$ cat src/rtl/ufu_pkg.sv
`timescale 1ns / 1ps
`default_nettype none

package ufu_pkg;

  // Request types (bmRequestType)
  localparam logic [7:0] RT_OUT = 8'h21;
  localparam logic [7:0] RT_IN  = 8'hA1;

  // Request codes (bRequest)
  localparam logic [7:0] RQ_SET_CUR = 8'h01;
  localparam logic [7:0] RQ_GET_CUR = 8'h81;
  localparam logic [7:0] RQ_GET_MIN = 8'h82;
  localparam logic [7:0] RQ_GET_MAX = 8'h83;
  localparam logic [7:0] RQ_GET_RES = 8'h84;

  // Control selectors
  localparam logic [7:0] SEL_MUTE   = 8'h01;
  localparam logic [7:0] SEL_VOLUME = 8'h02;

  // Channel numbers
  localparam logic [7:0] CH_MASTER = 8'h00;
  localparam logic [7:0] CH_LEFT   = 8'h01;
  localparam logic [7:0] CH_RIGHT  = 8'h02;

  // Item opcodes
  localparam logic OP_SETUP = 1'b0;
  localparam logic OP_RESET = 1'b1;

  // Reply lengths
  localparam logic [1:0] LEN_NONE   = 2'd0;
  localparam logic [1:0] LEN_MUTE   = 2'd1;
  localparam logic [1:0] LEN_VOLUME = 2'd2;

  // Expected wLength for SET_CUR
  localparam logic [15:0] WLEN_MUTE   = 16'd1;
  localparam logic [15:0] WLEN_VOLUME = 16'd2;

  // Configuration register indexes
  localparam int unsigned CFG_IDX_W = 3;
  localparam logic [CFG_IDX_W-1:0] CFG_UNIT_ID  = 3'd0;
  localparam logic [CFG_IDX_W-1:0] CFG_VOL_MIN  = 3'd1;
  localparam logic [CFG_IDX_W-1:0] CFG_VOL_MAX  = 3'd2;
  localparam logic [CFG_IDX_W-1:0] CFG_VOL_RES  = 3'd3;
  localparam logic [CFG_IDX_W-1:0] CFG_VOL_DFLT = 3'd4;
  localparam logic [CFG_IDX_W-1:0] CFG_VOL_MUTE = 3'd5;

  // Configuration reset values
  localparam logic [7:0]         UNIT_ID_RST  = 8'd2;
  localparam logic signed [15:0] VOL_MIN_RST  = 16'sh8000;
  localparam logic signed [15:0] VOL_MAX_RST  = 16'sh0000;
  localparam logic signed [15:0] VOL_RES_RST  = 16'sh0100;
  localparam logic signed [15:0] VOL_DFLT_RST = 16'sh0000;
  localparam logic signed [15:0] VOL_MUTE_RST = 16'sh8000;

  typedef struct packed {
    logic        opcode;
    logic [7:0]  request_type;
    logic [7:0]  request_code;
    logic [15:0] value_word;
    logic [15:0] index_word;
    logic [15:0] length_word;
    logic [15:0] payload;
  } req_t;

  typedef struct packed {
    logic               stall_res;
    logic [1:0]         reply_length;
    logic [15:0]        reply_data;
    logic               apply_valid;
    logic signed [15:0] applied_left;
    logic signed [15:0] applied_right;
  } rsp_t;

  // Configuration registers handed to the request core
  typedef struct packed {
    logic [7:0]         unit_id;
    logic signed [15:0] vol_min;
    logic signed [15:0] vol_max;
    logic signed [15:0] vol_res;
    logic signed [15:0] vol_dflt;
    logic signed [15:0] vol_mute;
  } cfg_t;

endpackage

`default_nettype wire

$ cat src/rtl/usb_audio_feature_unit_ctrl.sv
// Path: a taken request sits in the input register, then moves into the result
// register once that register is free, and leaves from there when taken.
// Throughput: one request per cycle while results are taken.
// Reset (rst, synchronous): both stages empty, mute on, channel and applied
// volumes zero, configuration registers at their documented defaults.
`timescale 1ns / 1ps
`default_nettype none

module usb_audio_feature_unit_ctrl (
  input  wire logic                            clk,
  input  wire logic                            rst,
  input  wire logic                            req_valid,
  output logic                                 req_ready,
  input  wire ufu_pkg::req_t                   req,
  output logic                                 rsp_valid,
  input  wire logic                            rsp_ready,
  output ufu_pkg::rsp_t                        rsp,
  input  wire logic                            cfg_we,
  input  wire logic [ufu_pkg::CFG_IDX_W-1:0]   cfg_index,
  input  wire logic [15:0]                     cfg_wdata
);

  ufu_pkg::cfg_t cfg;
  ufu_pkg::req_t item;
  ufu_pkg::rsp_t result;
  logic          item_valid;
  logic          advance;

  // Configuration registers
  always_ff @(posedge clk) begin
    if (rst) begin
      cfg.unit_id  <= ufu_pkg::UNIT_ID_RST;
      cfg.vol_min  <= ufu_pkg::VOL_MIN_RST;
      cfg.vol_max  <= ufu_pkg::VOL_MAX_RST;
      cfg.vol_res  <= ufu_pkg::VOL_RES_RST;
      cfg.vol_dflt <= ufu_pkg::VOL_DFLT_RST;
      cfg.vol_mute <= ufu_pkg::VOL_MUTE_RST;
    end else if (cfg_we) begin
      unique case (cfg_index)
        ufu_pkg::CFG_UNIT_ID:  cfg.unit_id  <= cfg_wdata[7:0];
        ufu_pkg::CFG_VOL_MIN:  cfg.vol_min  <= $signed(cfg_wdata);
        ufu_pkg::CFG_VOL_MAX:  cfg.vol_max  <= $signed(cfg_wdata);
        ufu_pkg::CFG_VOL_RES:  cfg.vol_res  <= $signed(cfg_wdata);
        ufu_pkg::CFG_VOL_DFLT: cfg.vol_dflt <= $signed(cfg_wdata);
        ufu_pkg::CFG_VOL_MUTE: cfg.vol_mute <= $signed(cfg_wdata);
        default: ;
      endcase
    end
  end

  // Item moves into the result register when that register is free
  assign advance = item_valid && (!rsp_valid || rsp_ready);

  ufu_in_stage u_in_stage (
    .clk        (clk),
    .rst        (rst),
    .req_valid  (req_valid),
    .req_ready  (req_ready),
    .req        (req),
    .take       (advance),
    .item_valid (item_valid),
    .item       (item)
  );

  ufu_req_core u_req_core (
    .clk    (clk),
    .rst    (rst),
    .commit (advance),
    .item   (item),
    .cfg    (cfg),
    .result (result)
  );

  // Result register
  always_ff @(posedge clk) begin
    if (rst) begin
      rsp_valid <= 1'b0;
    end else if (advance) begin
      rsp_valid <= 1'b1;
    end else if (rsp_ready) begin
      rsp_valid <= 1'b0;
    end
  end

  always_ff @(posedge clk) begin
    if (advance) begin
      rsp <= result;
    end
  end

  // A stalled request carries no reply and no volume update
  a_stall_quiet: assert property (@(posedge clk) disable iff (rst)
    rsp_valid && rsp.stall_res |->
      rsp.reply_length == ufu_pkg::LEN_NONE && rsp.reply_data == 16'h0000 &&
      !rsp.apply_valid)
    else $error("stalled result carries reply or update");

  // A volume update never comes with IN reply data
  a_apply_no_reply: assert property (@(posedge clk) disable iff (rst)
    rsp_valid && rsp.apply_valid |-> rsp.reply_length == ufu_pkg::LEN_NONE)
    else $error("update with reply data");

  // Reply length is only ever none, one or two bytes
  a_reply_len: assert property (@(posedge clk) disable iff (rst)
    rsp_valid |-> rsp.reply_length != 2'd3)
    else $error("illegal reply length");

  // No result appears in the cycle after reset
  a_reset_empty: assert property (@(posedge clk)
    $past(rst) |-> !rsp_valid)
    else $error("result valid right after reset");

endmodule

`default_nettype wire

$ cat src/rtl/ufu_in_stage.sv
`timescale 1ns / 1ps
`default_nettype none

// Input register: holds one request until the core takes it.
module ufu_in_stage (
  input  wire logic          clk,
  input  wire logic          rst,
  input  wire logic          req_valid,
  output logic               req_ready,
  input  wire ufu_pkg::req_t req,
  input  wire logic          take,
  output logic               item_valid,
  output ufu_pkg::req_t      item
);

  // Free when empty or when the held item leaves this cycle
  assign req_ready = !item_valid || take;

  always_ff @(posedge clk) begin
    if (rst) begin
      item_valid <= 1'b0;
    end else if (req_ready) begin
      item_valid <= req_valid;
    end
  end

  always_ff @(posedge clk) begin
    if (req_valid && req_ready) begin
      item <= req;
    end
  end

endmodule

`default_nettype wire

$ cat src/rtl/ufu_req_core.sv
`timescale 1ns / 1ps
`default_nettype none

// Request decode, control state and applied volume pair.
module ufu_req_core (
  input  wire logic          clk,
  input  wire logic          rst,
  input  wire logic          commit,
  input  wire ufu_pkg::req_t item,
  input  wire ufu_pkg::cfg_t cfg,
  output ufu_pkg::rsp_t      result
);

  logic               muted;
  logic signed [15:0] chan_left;
  logic signed [15:0] chan_right;
  logic signed [15:0] out_left;
  logic signed [15:0] out_right;

  logic               muted_next;
  logic signed [15:0] chan_left_next;
  logic signed [15:0] chan_right_next;
  logic signed [15:0] out_left_next;
  logic signed [15:0] out_right_next;

  logic [7:0] sel;
  logic [7:0] ch;
  logic       ch_vol;
  logic       unit_ok;
  logic       is_get_vol;
  logic       drive;
  logic       stall;
  logic [1:0] rlen;
  logic [15:0] rdata;

  assign sel     = item.value_word[15:8];
  assign ch      = item.value_word[7:0];
  assign ch_vol  = (ch == ufu_pkg::CH_LEFT) || (ch == ufu_pkg::CH_RIGHT);
  assign unit_ok = (item.index_word == {cfg.unit_id, 8'h00});
  assign is_get_vol = (item.request_code == ufu_pkg::RQ_GET_CUR) ||
                      (item.request_code == ufu_pkg::RQ_GET_MIN) ||
                      (item.request_code == ufu_pkg::RQ_GET_MAX) ||
                      (item.request_code == ufu_pkg::RQ_GET_RES);

  // Decode and next state
  always_comb begin
    muted_next      = muted;
    chan_left_next  = chan_left;
    chan_right_next = chan_right;
    drive           = 1'b0;
    stall           = 1'b0;
    rlen            = ufu_pkg::LEN_NONE;
    rdata           = 16'h0000;

    if (item.opcode == ufu_pkg::OP_RESET) begin
      chan_left_next  = cfg.vol_dflt;
      chan_right_next = cfg.vol_dflt;
      muted_next      = 1'b1;
      drive           = 1'b1;
    end else if (!unit_ok) begin
      stall = 1'b1;
    end else if (item.request_type == ufu_pkg::RT_OUT) begin
      if (sel == ufu_pkg::SEL_MUTE && item.request_code == ufu_pkg::RQ_SET_CUR &&
          ch == ufu_pkg::CH_MASTER && item.length_word == ufu_pkg::WLEN_MUTE) begin
        muted_next = (item.payload[7:0] != 8'h00);
        drive      = 1'b1;
      end else if (sel == ufu_pkg::SEL_VOLUME &&
                   item.request_code == ufu_pkg::RQ_SET_CUR &&
                   ch_vol && item.length_word == ufu_pkg::WLEN_VOLUME) begin
        if (ch == ufu_pkg::CH_LEFT) begin
          chan_left_next = $signed(item.payload);
        end else begin
          chan_right_next = $signed(item.payload);
        end
        drive = !muted;
      end else begin
        stall = 1'b1;
      end
    end else if (item.request_type == ufu_pkg::RT_IN) begin
      if (sel == ufu_pkg::SEL_MUTE && item.request_code == ufu_pkg::RQ_GET_CUR &&
          ch == ufu_pkg::CH_MASTER) begin
        rlen  = ufu_pkg::LEN_MUTE;
        rdata = {15'h0000, muted};
      end else if (sel == ufu_pkg::SEL_VOLUME && ch_vol && is_get_vol) begin
        rlen = ufu_pkg::LEN_VOLUME;
        case (item.request_code)
          ufu_pkg::RQ_GET_CUR:
            rdata = $unsigned((ch == ufu_pkg::CH_LEFT) ? chan_left : chan_right);
          ufu_pkg::RQ_GET_MIN: rdata = $unsigned(cfg.vol_min);
          ufu_pkg::RQ_GET_MAX: rdata = $unsigned(cfg.vol_max);
          default:             rdata = $unsigned(cfg.vol_res);
        endcase
      end else begin
        stall = 1'b1;
      end
    end else begin
      stall = 1'b1;
    end

    // Applied pair follows the stored state whenever it is driven
    if (drive) begin
      out_left_next  = muted_next ? cfg.vol_mute : chan_left_next;
      out_right_next = muted_next ? cfg.vol_mute : chan_right_next;
    end else begin
      out_left_next  = out_left;
      out_right_next = out_right;
    end
  end

  always_comb begin
    result.stall_res     = stall;
    result.reply_length  = rlen;
    result.reply_data    = rdata;
    result.apply_valid   = drive;
    result.applied_left  = out_left_next;
    result.applied_right = out_right_next;
  end

  // State update on each committed item
  always_ff @(posedge clk) begin
    if (rst) begin
      muted      <= 1'b1;
      chan_left  <= 16'sh0000;
      chan_right <= 16'sh0000;
      out_left   <= 16'sh0000;
      out_right  <= 16'sh0000;
    end else if (commit) begin
      muted      <= muted_next;
      chan_left  <= chan_left_next;
      chan_right <= chan_right_next;
      out_left   <= out_left_next;
      out_right  <= out_right_next;
    end
  end

endmodule

`default_nettype wire
$ cat config.mk
export PLATFORM = sky130hd
export DESIGN_NAME = usb_audio_feature_unit_ctrl
export DESIGN_NICKNAME = d
export VERILOG_FILES = /design/src/rtl/ufu_pkg.sv /design/src/rtl/usb_audio_feature_unit_ctrl.sv /design/src/rtl/ufu_in_stage.sv /design/src/rtl/ufu_req_core.sv
export SDC_FILE = /design/constraint.sdc
export NUM_CORES = 1
export LEC_CHECK = 0
export BUFFER_PORTS_ARGS = -buffer_cell sky130_fd_sc_hd__buf_2
export CORE_AREA = 2 2 188 134
export DETAILED_ROUTE_END_ITERATION = 8
export DIE_AREA = 0 0 190 136
export PLACE_DENSITY_LB_ADDON = 0.08
export SKIP_LAST_GASP = 1
export SLEW_MARGIN = 20
export SYNTH_ARGS = -nofsm -noshare
export SYNTH_HDL_FRONTEND = slang
export SYNTH_SLANG_ARGS = --single-unit
$ cat constraint.sdc
create_clock -name clk -period 3.22 [get_ports clk]
set_clock_uncertainty 0.15 [all_clocks]
set_input_delay 0.644 -clock clk [delete_from_list [all_inputs] [get_ports clk]]
set_output_delay 0.644 -clock clk [all_outputs]
set_load 0.02 [all_outputs]
## Word level (Yosys, flattened, before mapping)

Cells that the tools add are included.

- Equal/unequal tests: 19
- Muxes and demuxes: 40
- Bitwise operators: 3
- Reduce and logical (&&, ||, !) cells: 34

Operators by type and width:

| operator | number |
|---|---|
| $mux 16 | 17 |
| $pmux 16 s3 | 1 |
| $eq 8x8->1 const B | 5 |
| $eq 8x1->1 const B | 3 |
| $mux 1 | 21 |
| $eq 16x1->1 const B | 1 |
| $eq 16x16->1 | 1 |
| $eq 16x2->1 const B | 1 |
| $eq 8x2->1 const B | 2 |
| $logic_and 1x1->1 | 12 |
| $reduce_and 2->1 | 6 |
| $eq 8x6->1 const B | 1 |
| $logic_not 8->1 | 1 |
| $reduce_bool 8->1 | 1 |
| $eq 3x2->1 const B | 2 |
| $eq 3x3->1 const B | 2 |
| $logic_or 1x1->1 | 6 |
| $reduce_or 6->1 | 1 |
| $reduce_or 5->1 | 1 |
| $reduce_or 4->1 | 1 |
| $eq 3x1->1 const B | 1 |
| $logic_not 1->1 | 3 |
| $logic_not 3->1 | 1 |
| $not 1->1 | 3 |
| other kinds (2) | 2 |

- Flip-flop bits (word level): 288
- Input bits: 105
- Output and inout port bits: 54
- Word-level logic and storage cells: 124

## Logic depth before layout (Yosys ltp)

- Depth after elaboration: 11
- Depth in mapped cells: 10
- Gate-level depth less buffers: 7

## By module

Synthesis repeated with hierarchy kept, for this count alone.

- Cells, all modules: 1041
- Area total of the unflattened synthesis: 12119.1 sq um

By module, submodules not included:

| module | instances | cells each | area each (sq um) | seq. area each (sq um) |
|---|---|---|---|---|
| usb_audio_feature_unit_ctrl | 1 | 371 | 5098.6 | 3343.2 |
| ufu_req_core | 1 | 584 | 4533.1 | 1301.2 |
| ufu_in_stage | 1 | 86 | 2487.4 | 2452.4 |

## Worst setup path after synthesis

OpenSTA, ideal clock, no wires.

- Kind: input-to-reg
- Start point: input port rsp_ready
- End point: register, netlist name u_in_stage.item[0]
- Library setup time: 448 ps
- Arrival: 2821 ps
- Data required time: 2622 ps
- Setup slack: -200 ps
- Stages on the path: 3
- Buffers on the path: 0
- Path through: nor2b_1 -> nand2_1 -> and2_1

- Word-level cells in the longest chain between the ends: 4

Ends and longest elaborated chain:

| what | RTL line | text |
|---|---|---|
| start: declaration | usb_audio_feature_unit_ctrl.sv:16 | `input wire logic rsp_ready,` |
| $logic_or 1x1->1 | usb_audio_feature_unit_ctrl.sv:52 | `assign advance = item_valid && (!rsp_valid \|\| rsp_ready);` |
| $logic_and 1x1->1 | usb_audio_feature_unit_ctrl.sv:52 |  |
| $logic_or 1x1->1 | ufu_in_stage.sv:17 | `assign req_ready = !item_valid \|\| take;` |
| named net req_ready | usb_audio_feature_unit_ctrl.sv:13 | `output logic req_ready,` |
| $logic_and 1x1->1 | ufu_in_stage.sv:28 | `if (req_valid && req_ready) begin` |

The timed path passes the listed nets, and every way through them passes these cells.
A chain may end at the register's enable or synchronous reset.

==> results.cfg <==
[synth]
yosysWarnings = 0
async_flop_share_pct = 0
yosysSeqAreaShare_pct = 59.8
avgSynthCellArea_sq_um = 10.0
synth_edf_count = 133
syn_inst = 1182
synth_area_sq_um = 11900
synth_flop_cell = dfxtp_1
yosys.cell_types.count = 49
syn_nets = 1287
ys_ff_latch = 288

[place]
place.detailed.hpwl_um = 20700
pre_cts_ws_ps = 162
place_area_sq_um = 13200
dp_cells = 1626
port_buffers = 158
gp_congestion = 0.833

[route]
ant_nets = 0
num_vias = 9137
routed_via_density = 5.44
drc = 0
first_pass_iters = 4
wirelength_um = 30800
drt-initial-drc-count = 603
wire_per_inst_um = 18.3

[global_routing]
grt_pass1_vias = 8725
grt_max_degree = 100
grt_pass1_wl_um = 47400
grt_use_total_pct = 23.5
grt_overflow = 0
antenna_found_initial = 0

[floorplan]
dieArea_sq_um = 25800
fp.coreArea_sq_um = 24200
die_h_um = 136
io_pins = 159
die_w_um = 190
start_util_pct = 49.0
rows = 48

[clock_network]
cts-root-buf = clkbuf_16
clkTransAtPathRegs_ps = 60
cts_buffers = 29
cts_resized = 0
clk_latency_ps = 560
cts_sinks = 288
clockBufferDepth = 3
cts_setup_buffers = 0
hold_buffers = 0
h-tree-depth = 1
cts_tree = yes

[cells_and_area]
fillers = 2091
final_common_cell = nand2_1
diodes = 0
multiInputGateArea_sq_um = 4300
layout.nets = 1437
final_area_sq_um = 14200
area.growth.synth_to_final_pct = 19.9
drive_gt1_share_pct = 21.8
regArea_sq_um = 7100
fin_cells = 1680
final_cell_mix = nand2_1 (247), buf_2 (157), dfxtp_1 (155), edfxtp_1 (133), a21oi_1 (120)

[status]
outcome = finished, final reports clean

[sta]
setup_violations = 0
period_minus_slack_ps = 2980
whs_ps = 105
rsz0062_at_grt = no
final-max-slew-violation-count = 0
slew_headroom_pct = 38.6
tns_ps = 0
worstMarginPinSlew_ps = 920
finalHoldViolCount = 0
min_period_over_period_pct = 92.5
layout_setup_ws_ps = 241
timing.fmax_mhz = 336

[pwr]
ir_drop_uv = 451
power.density_nw_per_um2 = 581
p_leak_uw = 0.00532

[worst_setup_path]
path_class = register to register
path_max_fanout = 49
cp.required_ps = 3390
cp.arrival_ps = 3150
endpoint_kind = register
crit_path_start_kind = register

[worst_hold_path]
hold_class = input port to register

[job]
cap_viol_max_count = 0
==> kinds of logic (layout without fill, tap and decap cells) <==
logic type	after synthesis	after routing	share of synthesized area, %
AOI/OAI and AO/OA	291	291	16.1
xor gates and xnor gates	10	10	0.738
muxes	32	32	2.70
DFF	288	288	59.8
and+or+nand+nor	433	433	16.4
buffers and inverters	128	301	4.29
==> final timing paths <==
path,start,slack [ps],depth (start not counted),to
worst max-delay path,u_in_stage.item[76],240,8,rsp[22]
worst min-delay path,req[33],100,1,u_in_stage.item[33]
worst max register to register,u_in_stage.item[76],240,8,rsp[22]
worst min register to register,cfg[25],300,2,cfg[25]
==> synth_stat cells, drive strengths merged (20+ instances only) <==
library cell	n	share of area (%)
inv	52	1.6
nand2b	20	1.1
a211oi	32	2.0
a31o	32	2.4
a32o	32	2.7
buf	23	0.97
mux2i	32	2.7
dfxtp	155	26
clkbuf	52	1.6
nor2	92	2.9
edfxtp	133	34
nand2	247	7.8
a21oi	123	5.3
o21ai	52	2.2
==> metal layers <==
metal / wire length, um / track usage (%) / vias to the layer above
li1: - / - / 4474
met1: 14400 / 33.7 / 4350
met2: 13800 / 37.0 / 266
met3: 1880 / 4.00 / 47
met4: 681 / 6.07 / 0
met5: 0 / 0 / -
==> stage by stage <==
| stage | util [%] | total power (uW) |
|---|---|---|
| 5_1_grt | 58.8 | 8540 |
| 6_report | 58.8 | 8270 |
| 3_3_place_gp | 54.4 | 4670 |
| 2_1_floorplan | - | 4430 |
| 4_1_cts | 58.8 | 8330 |
| 3_5_place_dp | 54.4 | 4680 |
==> registers in the layout (all words and copies together) (netlist names) <==
name                   cells
cfg                       88
rsp                       52
rsp_valid                  1
u_in_stage.item           81
u_in_stage.item_valid      1
u_req_core.chan_left      16
u_req_core.chan_right     16
u_req_core.muted           1
u_req_core.out_left       16
u_req_core.out_right      16
==> power breakdown <==
part	total [uW]	internal (uW)	switching, uW
registers	4060	3980	77.2
clock network	3660	2220	1440
logic	549	199	351
total	8270	6400	1870
==> critical path, cell delays in order, from the launching register on <==
cell      delay (ps)
edfxtp_1         380
nor4b_1          430
nand4_1          160
nor2_1           420
a31oi_1          210
a311oi_4         340
buf_12           260
nand2_1          120
a31o_2           260
==> layout make-up <==
cell class	count	area share, %
Multi-Input combinational cell	766	30.2
Inverter	53	1.40
Sequential cell	288	49.9
Clock buffer	44	6.49
Tap cell	325	2.86
Timing Repair Buffer	194	8.26
Clock inverter	10	0.932
(Power assumes the default switching activity.)
